==> src/hw/rtl/cpu8alu_pkg.sv <==
`timescale 1ns / 1ps
// Shared definitions for the 8-bit CPU ALU: operation codes and flag positions.
// No dependencies; the top level and the testbench import it.

package cpu8alu_pkg;

   typedef enum logic [3:0] {
      MODE_ADD   = 4'd0,
      MODE_ADC   = 4'd1,
      MODE_SUB   = 4'd2,
      MODE_SBC   = 4'd3,
      MODE_AND   = 4'd4,
      MODE_XOR   = 4'd5,
      MODE_OR    = 4'd6,
      MODE_CP    = 4'd7,
      MODE_DAA   = 4'd8,
      MODE_CPL   = 4'd9,
      MODE_SCF   = 4'd10,
      MODE_CCF   = 4'd11,
      MODE_ADD16 = 4'd12,
      MODE_SPOFS = 4'd13
   } mode_type;

   // Bit positions in the flag nibble.
   localparam int FLAG_Z = 3;
   localparam int FLAG_N = 2;
   localparam int FLAG_H = 1;
   localparam int FLAG_C = 0;

   localparam logic [7:0] DAA_LIMIT   = 8'h99;
   localparam logic [7:0] DAA_HI_ADJ  = 8'h60;
   localparam logic [7:0] DAA_LO_ADJ  = 8'h06;
   localparam logic [3:0] DAA_LO_LIM  = 4'h9;

endpackage

==> src/hw/rtl/cpu8alu_if.sv <==
`timescale 1ns / 1ps
// Valid/ready channel interfaces for the 8-bit CPU ALU request and response.
// Depends on nothing; it does not use the ALU package.

interface cpu8alu_req_if;
   logic        valid;
   logic        ready;
   logic [3:0]  mode;
   logic [7:0]  acc;
   logic [7:0]  operand;
   logic [15:0] wide_base;
   logic [15:0] wide_operand;
   logic [3:0]  flags_in;

   modport source (output valid, mode, acc, operand, wide_base, wide_operand, flags_in,
                   input ready);
   modport sink   (input valid, mode, acc, operand, wide_base, wide_operand, flags_in,
                   output ready);
endinterface

interface cpu8alu_rsp_if;
   logic        valid;
   logic        ready;
   logic [15:0] result;
   logic [3:0]  flags_out;

   modport source (output valid, result, flags_out, input ready);
   modport sink   (input valid, result, flags_out, output ready);
endinterface

==> src/hw/rtl/cpu8_alu_flags.sv <==
`timescale 1ns / 1ps
// Three-stage pipelined ALU of an 8-bit accumulator CPU with flag generation.
// Depends on cpu8alu_pkg and the channel interfaces in cpu8alu_if.sv.
//
//   channel    direction  contents
//   req_chan   in         mode, acc, operand, wide_base, wide_operand, flags_in
//   rsp_chan   out        result, flags_out
//
// Each transaction passes the stages in order: low nibbles and decimal pre-adjust,
// then the upper adder nibbles and flag selection, then the top wide nibble, zero
// detect and the response register. One transaction enters per cycle unless stalled.
// Each stage has its own valid bit and holds while the stage after it is full and
// stalled, so bubbles close up behind a stalled response. Reset clears the valid bits.

module cpu8_alu_flags (
   input logic          clock,
   input logic          reset,
   cpu8alu_req_if.sink   req_chan,
   cpu8alu_rsp_if.source rsp_chan
);
   import cpu8alu_pkg::*;

   typedef struct packed {
      mode_type    mode;
      logic [7:0]  acc;
      logic [7:0]  b_eff;
      logic [4:0]  lo;
      logic [7:0]  logic_res;
      logic [15:0] wb;
      logic [15:0] wop;
      logic [4:0]  wlo;
      logic [3:0]  fi;
      logic [7:0]  daa_v;
      logic        daa_c;
   } s1_type;

   typedef struct packed {
      mode_type    mode;
      logic [7:0]  r8;
      logic [7:0]  zv;
      logic        zres;
      logic [3:0]  fl;
      logic [11:0] wlo12;
      logic [3:0]  wb_hi;
      logic [3:0]  wop_hi;
      logic        c12;
   } s2_type;

   typedef struct packed {
      logic [15:0] result;
      logic [3:0]  flags;
   } s3_type;

   s1_type s1_ff, s1_in;
   s2_type s2_ff, s2_in;
   s3_type s3_ff, s3_in;
   logic   s1_v_ff, s2_v_ff, s3_v_ff;
   logic   adv1, adv2, adv3;

   mode_type   a_mode;
   logic       a_sub;
   logic       a_cin;
   logic       a_ci;
   logic       a_adj;
   logic [4:0] b_hi;
   logic [4:0] b_w2;
   logic [4:0] b_w3;
   logic [7:0] b_sum;
   logic [7:0] b_daa;
   logic [4:0] c_whi;

   // A stage moves forward when it is empty or the next stage moves.
   assign adv3 = !s3_v_ff || rsp_chan.ready;
   assign adv2 = !s2_v_ff || adv3;
   assign adv1 = !s1_v_ff || adv2;
   assign req_chan.ready = adv1;

   // Stage 1: operand conditioning, low nibble adds, logic ops, decimal pre-adjust.
   always_comb begin
      a_mode = mode_type'(req_chan.mode);
      a_sub  = (a_mode == MODE_SUB) || (a_mode == MODE_SBC) || (a_mode == MODE_CP);
      a_cin  = ((a_mode == MODE_ADC) || (a_mode == MODE_SBC)) && req_chan.flags_in[FLAG_C];
      // Subtraction runs as a + ~b + ~cin; the carry out is the inverted borrow.
      a_ci   = a_sub ? !a_cin : a_cin;

      s1_in.mode  = a_mode;
      s1_in.acc   = req_chan.acc;
      s1_in.fi    = req_chan.flags_in;
      s1_in.b_eff = a_sub ? ~req_chan.operand : req_chan.operand;
      s1_in.lo    = {1'b0, req_chan.acc[3:0]} + {1'b0, s1_in.b_eff[3:0]} + {4'b0, a_ci};

      s1_in.wb  = req_chan.wide_base;
      s1_in.wop = (a_mode == MODE_SPOFS) ? {{8{req_chan.operand[7]}}, req_chan.operand}
                                         : req_chan.wide_operand;
      s1_in.wlo = {1'b0, s1_in.wb[3:0]} + {1'b0, s1_in.wop[3:0]};

      unique case (a_mode)
         MODE_AND: s1_in.logic_res = req_chan.acc & req_chan.operand;
         MODE_XOR: s1_in.logic_res = req_chan.acc ^ req_chan.operand;
         default:  s1_in.logic_res = req_chan.acc | req_chan.operand;
      endcase

      // The high adjust leaves the low nibble alone, so the low test can wait.
      a_adj = req_chan.flags_in[FLAG_C] || (req_chan.acc > DAA_LIMIT);
      if (req_chan.flags_in[FLAG_N]) begin
         s1_in.daa_v = req_chan.flags_in[FLAG_C] ? req_chan.acc - DAA_HI_ADJ : req_chan.acc;
         s1_in.daa_c = req_chan.flags_in[FLAG_C];
      end else begin
         s1_in.daa_v = a_adj ? req_chan.acc + DAA_HI_ADJ : req_chan.acc;
         s1_in.daa_c = a_adj;
      end
   end

   // Stage 2: upper nibble of the byte adder, middle nibbles of the wide adder,
   // second decimal adjust and per-operation flag selection.
   always_comb begin
      b_hi  = {1'b0, s1_ff.acc[7:4]} + {1'b0, s1_ff.b_eff[7:4]} + {4'b0, s1_ff.lo[4]};
      b_sum = {b_hi[3:0], s1_ff.lo[3:0]};
      b_w2  = {1'b0, s1_ff.wb[7:4]} + {1'b0, s1_ff.wop[7:4]} + {4'b0, s1_ff.wlo[4]};
      b_w3  = {1'b0, s1_ff.wb[11:8]} + {1'b0, s1_ff.wop[11:8]} + {4'b0, b_w2[4]};

      if (s1_ff.fi[FLAG_N]) begin
         b_daa = s1_ff.fi[FLAG_H] ? s1_ff.daa_v - DAA_LO_ADJ : s1_ff.daa_v;
      end else if (s1_ff.fi[FLAG_H] || (s1_ff.daa_v[3:0] > DAA_LO_LIM)) begin
         b_daa = s1_ff.daa_v + DAA_LO_ADJ;
      end else begin
         b_daa = s1_ff.daa_v;
      end

      s2_in.mode   = s1_ff.mode;
      s2_in.wlo12  = {b_w3[3:0], b_w2[3:0], s1_ff.wlo[3:0]};
      s2_in.wb_hi  = s1_ff.wb[15:12];
      s2_in.wop_hi = s1_ff.wop[15:12];
      s2_in.c12    = b_w3[4];
      s2_in.zv     = b_sum;
      s2_in.zres   = 1'b0;
      s2_in.r8     = s1_ff.acc;
      s2_in.fl     = s1_ff.fi;

      unique case (s1_ff.mode)
         MODE_ADD, MODE_ADC: begin
            s2_in.r8   = b_sum;
            s2_in.zres = 1'b1;
            s2_in.fl   = {1'b0, 1'b0, s1_ff.lo[4], b_hi[4]};
         end
         MODE_SUB, MODE_SBC, MODE_CP: begin
            if (s1_ff.mode != MODE_CP) begin
               s2_in.r8 = b_sum;
            end
            s2_in.zres = 1'b1;
            s2_in.fl   = {1'b0, 1'b1, !s1_ff.lo[4], !b_hi[4]};
         end
         MODE_AND: begin
            s2_in.r8   = s1_ff.logic_res;
            s2_in.zv   = s1_ff.logic_res;
            s2_in.zres = 1'b1;
            s2_in.fl   = 4'b0010;
         end
         MODE_XOR, MODE_OR: begin
            s2_in.r8   = s1_ff.logic_res;
            s2_in.zv   = s1_ff.logic_res;
            s2_in.zres = 1'b1;
            s2_in.fl   = 4'b0000;
         end
         MODE_DAA: begin
            s2_in.r8   = b_daa;
            s2_in.zv   = b_daa;
            s2_in.zres = 1'b1;
            s2_in.fl   = {1'b0, s1_ff.fi[FLAG_N], 1'b0, s1_ff.daa_c};
         end
         MODE_CPL: begin
            s2_in.r8 = ~s1_ff.acc;
            s2_in.fl = {s1_ff.fi[FLAG_Z], 1'b1, 1'b1, s1_ff.fi[FLAG_C]};
         end
         MODE_SCF: s2_in.fl = {s1_ff.fi[FLAG_Z], 1'b0, 1'b0, 1'b1};
         MODE_CCF: s2_in.fl = {s1_ff.fi[FLAG_Z], 1'b0, 1'b0, !s1_ff.fi[FLAG_C]};
         // The carry of the register-pair add is filled in by the last stage.
         MODE_ADD16: s2_in.fl = {s1_ff.fi[FLAG_Z], 1'b0, b_w3[4], 1'b0};
         MODE_SPOFS: s2_in.fl = {1'b0, 1'b0, s1_ff.wlo[4], b_w2[4]};
         default: ;
      endcase
   end

   // Stage 3: top nibble of the wide adder, zero detect, result assembly.
   always_comb begin
      c_whi = {1'b0, s2_ff.wb_hi} + {1'b0, s2_ff.wop_hi} + {4'b0, s2_ff.c12};
      if ((s2_ff.mode == MODE_ADD16) || (s2_ff.mode == MODE_SPOFS)) begin
         s3_in.result = {c_whi[3:0], s2_ff.wlo12};
      end else begin
         s3_in.result = {8'h00, s2_ff.r8};
      end
      s3_in.flags = s2_ff.fl;
      if (s2_ff.zres) begin
         s3_in.flags[FLAG_Z] = (s2_ff.zv == 8'h00);
      end
      if (s2_ff.mode == MODE_ADD16) begin
         s3_in.flags[FLAG_C] = c_whi[4];
      end
   end

   always_ff @(posedge clock) begin
      if (reset) begin
         s1_v_ff <= 1'b0;
         s2_v_ff <= 1'b0;
         s3_v_ff <= 1'b0;
      end else begin
         if (adv1) s1_v_ff <= req_chan.valid;
         if (adv2) s2_v_ff <= s1_v_ff;
         if (adv3) s3_v_ff <= s2_v_ff;
      end
   end

   always_ff @(posedge clock) begin
      if (adv1 && req_chan.valid) s1_ff <= s1_in;
      if (adv2 && s1_v_ff) s2_ff <= s2_in;
      if (adv3 && s2_v_ff) s3_ff <= s3_in;
   end

   assign rsp_chan.valid     = s3_v_ff;
   assign rsp_chan.result    = s3_ff.result;
   assign rsp_chan.flags_out = s3_ff.flags;

endmodule

==> src/flat_wrapper.sv <==
// flat-port wrapper written by rule: the top's interface ports become plain ports
module cpu8_alu_flags_flat import cpu8alu_pkg::*;
  (clock, reset, req_chan_valid, req_chan_mode, req_chan_acc, req_chan_operand, req_chan_wide_base, req_chan_wide_operand, req_chan_flags_in, req_chan_ready, rsp_chan_valid, rsp_chan_result, rsp_chan_flags_out, rsp_chan_ready);
  cpu8alu_req_if req_chan_i ();
  cpu8alu_rsp_if rsp_chan_i ();
  input logic clock;
  input logic reset;
  input wire logic [$bits(req_chan_i.valid)-1:0] req_chan_valid;
  input wire logic [$bits(req_chan_i.mode)-1:0] req_chan_mode;
  input wire logic [$bits(req_chan_i.acc)-1:0] req_chan_acc;
  input wire logic [$bits(req_chan_i.operand)-1:0] req_chan_operand;
  input wire logic [$bits(req_chan_i.wide_base)-1:0] req_chan_wide_base;
  input wire logic [$bits(req_chan_i.wide_operand)-1:0] req_chan_wide_operand;
  input wire logic [$bits(req_chan_i.flags_in)-1:0] req_chan_flags_in;
  output wire logic [$bits(req_chan_i.ready)-1:0] req_chan_ready;
  output wire logic [$bits(rsp_chan_i.valid)-1:0] rsp_chan_valid;
  output wire logic [$bits(rsp_chan_i.result)-1:0] rsp_chan_result;
  output wire logic [$bits(rsp_chan_i.flags_out)-1:0] rsp_chan_flags_out;
  input wire logic [$bits(rsp_chan_i.ready)-1:0] rsp_chan_ready;
  assign req_chan_i.valid = req_chan_valid;
  assign req_chan_i.mode = req_chan_mode;
  assign req_chan_i.acc = req_chan_acc;
  assign req_chan_i.operand = req_chan_operand;
  assign req_chan_i.wide_base = req_chan_wide_base;
  assign req_chan_i.wide_operand = req_chan_wide_operand;
  assign req_chan_i.flags_in = req_chan_flags_in;
  assign req_chan_ready = req_chan_i.ready;
  assign rsp_chan_valid = rsp_chan_i.valid;
  assign rsp_chan_result = rsp_chan_i.result;
  assign rsp_chan_flags_out = rsp_chan_i.flags_out;
  assign rsp_chan_i.ready = rsp_chan_ready;
  cpu8_alu_flags u_core (.clock(clock), .reset(reset), .req_chan(req_chan_i), .rsp_chan(rsp_chan_i));
endmodule
==> config.mk <==
export PLATFORM = sky130hd
export DESIGN_NAME = cpu8_alu_flags_flat
export DESIGN_NICKNAME = d
export VERILOG_FILES = /design/src/hw/rtl/cpu8alu_pkg.sv /design/src/hw/rtl/cpu8alu_if.sv /design/src/hw/rtl/cpu8_alu_flags.sv /design/src/flat_wrapper.sv
export SDC_FILE = /design/constraint.sdc
export NUM_CORES = 1
export LEC_CHECK = 0
export ABC_CLOCK_PERIOD_IN_PS = 9000
export BUFFER_PORTS_ARGS = -buffer_cell sky130_fd_sc_hd__buf_4
export CORE_UTILIZATION = 63
export CTS_BUF_LIST = sky130_fd_sc_hd__clkbuf_16
export DETAILED_ROUTE_END_ITERATION = 10
export PLACE_DENSITY = 0.88
export SYNTH_ARGS = -nofsm -noshare
export SYNTH_HDL_FRONTEND = slang
export SYNTH_SLANG_ARGS = --single-unit
==> constraint.sdc <==
create_clock -name clock -period 9 [get_ports clock]
set_clock_uncertainty 0.05 [all_clocks]
set_input_delay 1.8 -clock clock [delete_from_list [all_inputs] [get_ports clock]]
set_output_delay 1.8 -clock clock [all_outputs]
set_load 0.01 [all_outputs]
==> run_results.csv <==
group,metric,value,unit
run_status,status,"finished, final reports clean",
worst_setup_path,worstSetupStartpointType,"input port",
cts,cts_setup_buffers,0,
global_route,grt_usage,28.12,%
worst_setup_path,path_buf_inv,2,
placed_design,gp_congestion,0.8296,
detailed_routing,dr.pass1.iters,6,
layout,fin_nets,744,
sta,fin_crit,4.641,ns
detailed_routing,drc_errors,0,
placed_design,postPlaceCellArea,7606,um2
worst_setup_path,r2r-start,"u_core.s1_ff[17]",
worst_setup_path,endpoint_kind,"output port",
worst_setup_path,path_class,"input port to output port",
detailed_routing,vias,4722,
power,p_leak,3.417,nW
synth,synth_seq_area_share,58.50,%
synth,synth_cell_types,57,
hold_path,hp-class,"flip-flop to flip-flop",
sta,fin_setup_tns,0,ns
detailed_routing,routed_via_density,6.031,
power,p_int,1.301,mW
detailed_routing,drtAntennaViolNets,0,
placed_design,numPortBuffers,81,
synth,avgSynthCellArea,12.51,um2
layout,layout_commonest_cell,"edfxtp_1",
power,clkPwrFrac,40.7,%
worst_setup_path,cpMostUsedCell,"buf_4",
worst_setup_path,rrSetupSlack,5.56,ns
synth,synthesis.nets,660,
power,netSwitchingPower,0.4306,mW
power,switching_share,24.87,%
cts,clock_latency,0.43,ns
synth,yosys_warnings,0,
sta,rsz0062_at_grt,"false",
worst_setup_path,crit_path_start,"rsp_chan_ready",
layout,regArea,4024,um2
synth,ys.flop_type,"edfxtp_1",
synth,ys_async_sr_fraction,0,%
sta,tightest_slew,0.9633,ns
cts,cts_tree,"done",
layout,drive_above_1_share,20.25,%
cts,cts_buffers,17,
power,p_seq_share,46.3,%
sta,slew_headroom,35.49,%
job,drv_cap,0,
floorplanning,num_io_pins,82,
worst_setup_path,critPathTopFamily,"simple AND/OR/NAND/NOR gates",
synth,syn-cell-area,6878,um2
cts,ctsHtreeMaxLevel,4,
detailed_routing,wl_per_cell,18.99,um
floorplanning,die_x,106.5,um
layout,multi_input_area,2597,um2
global_route,grt_pass1_vias,4670,
cts,clock-root-buffer,"clkbuf_16",
cts,clock_path_buffers,2,
worst_setup_path,cp.arrival,2.79,ns
cts,clk_pin_slew,0.06,ns
sta,setup_viol,0,
sta,final-hold-violation-count,0,
placed_design,dp_hpwl,10.11,mm
global_route,overflow,0,
layout,fill_cells,570,
worst_setup_path,r2r_cells,14,
power,pwr_density_cell,211.0,nW/um2
worst_setup_path,required,7.15,ns
cts,cts.sinks,135,
worst_setup_path,cp.depth,4,
floorplanning,initial_core_util,65.74,%
layout,final_cell_mix,"132 x edfxtp_1, 84 x buf_4, 77 x nand2_1",
global_route,antenna_found_initial,0,
sta,maxSlewViolCount,0,
layout,antennaDiodeCount,0,
floorplanning,fp.dieArea,11340,um2
layout,areaGrowthSynthToFinish,19.30,%
cts,cts-resized-gates,0,
sta,clock.fmax,0.2155,GHz
sta,period_share,51.56,%
floorplanning,num_rows,37,
worst_setup_path,path_cells,"buf_4 > nor2b_1 > nand3_1 > buf_4",
worst_setup_path,critPathSlowestCell,"nor2b_1",
synth,synth_edf_count,132,
worst_setup_path,path_max_fanout,6,
layout,design_area,8205,um2
power,comb_power_share,13.0,%
worst_setup_path,endpoint,"req_chan_ready",
power,vdd_drop_max,0.0001591,V
global_route,grt_max_degree,67,
synth,netlist_instances,550,
cts,holdBufCountCts,0,
global_route,grt_pass1_wl,23.67,mm
floorplanning,core_area,10460,um2
worst_setup_path,r2r_end,"u_core.s2_ff[22]",
worst_setup_path,slowest_delay,0.52,ns
detailed_routing,wl,14.87,mm
detailed_routing,drt_iter0_markers,438,
floorplanning,die-height,106.5,um
synth,ys_ff_latch,135,
cell families (layout without fill, tap and decap cells):
kind of cell               count (synthesis)  after routing  share of synthesized area (%)
and+or+nand+nor                          155            155                          11.68
DFF                                      135            135                          58.50
AOI/OAI and AO/OA                         99             99                          9.587
buffers and inverters                     68            165                          4.148
adders and majority gates                 50             50                          10.30
xor gates and xnor gates                  26             26                          3.311
muxes                                     17             17                          2.474
worst register-to-register path: cells and delay by family, from the launching register on:
kind                     cells  cell delay (ns)
adder cells (fa/ha/maj)      4             1.53
flip-flops                   1             0.32
AO/OA/AOI/OAI                4             0.65
AND/OR/NAND/NOR              4             0.56
buffers and inverters        2             0.13
through the flow:
stage	total power [mW]	utilization [%]	hold WS (ns)	setup WS (ns)	cells
2_1_floorplan	0.9460	-	0.3503	3.163	550
3_3_place_gp	1.009	72.70	0.3526	4.432	751
3_5_place_dp	1.027	72.70	0.3575	4.360	751
4_1_cts	1.729	78.43	0.3691	4.361	783
5_1_grt	1.785	78.43	0.3702	4.284	783
6_report	1.731	78.43	0.3693	4.359	783
flip-flops by register name (all words and copies together) (netlist names):
name                       count
u_core.rsp_chan.flags_out      4
u_core.s2_v_ff                 1
u_core.rsp_chan.valid          1
u_core.s1_v_ff                 1
u_core.s1_ff                  62
u_core.rsp_chan.result        16
u_core.s2_ff                  46
u_core.b_sum                   4
cell usage after synthesis, types with 5 or more instances:
library cell / n / area, um2
a21oi_1: 20 / 100.1
buf_2: 9 / 45.04
nor2b_1: 12 / 75.07
nand3_1: 11 / 55.05
o21ai_0: 27 / 135.1
fa_1: 11 / 220.2
xnor2_1: 20 / 175.2
mux2i_1: 17 / 170.2
xor2_1: 6 / 52.55
ha_1: 39 / 488.0
inv_1: 49 / 183.9
nand2b_1: 8 / 50.05
clkbuf_1: 7 / 26.28
nand2_1: 77 / 289.0
nor2_1: 18 / 67.56
a21o_1: 13 / 97.59
and2_1: 5 / 31.28
edfxtp_1: 132 / 3964
metal layers:
| metal | up-vias | GRT usage, % | share of wire, % |
|---|---|---|---|
| met1 | 2242 | 35.30 | 40 |
| met3 | 46 | 7.419 | 7.1 |
| li1 | 2141 | - | - |
| met2 | 293 | 46.75 | 50 |
| met4 | 0 | 10.96 | 3.1 |
| met5 | - | 0 | 0 |
power groups by stage:
stage	clock network, mW	registers (mW)	logic (mW)
after floorplan	0	0.794	0.152
after global routing	0.733	0.806	0.246
after global placement	0	0.808	0.201
final	0.704	0.802	0.225
after CTS	0.707	0.801	0.222
after detailed placement	0	0.812	0.215
layout make-up:
class	count	area share (%)
clock buffers	17	5.185
clock inverters	15	2.120
inverters	49	2.242
multi-input cells	347	31.66
flip-flops and latches	135	49.04
well taps	136	2.074
repair buffers	84	7.685
how the worst min path moves through the flow:
stage	start	to	slack (ns)	cells past startpoint
floorplan	u_core.s2_ff[22]	u_core.rsp_chan.flags_out[1]	0.35	0
detailed placement	u_core.s2_ff[23]	u_core.rsp_chan.flags_out[2]	0.36	0
CTS	u_core.s1_ff[48]	u_core.s2_ff[7]	0.37	0
finish	u_core.s1_ff[48]	u_core.s2_ff[7]	0.37	0
global route	u_core.s1_ff[48]	u_core.s2_ff[7]	0.37	0
global placement	u_core.s1_ff[31]	u_core.s2_ff[2]	0.35	0
Power figures use the tool's default switching activity.
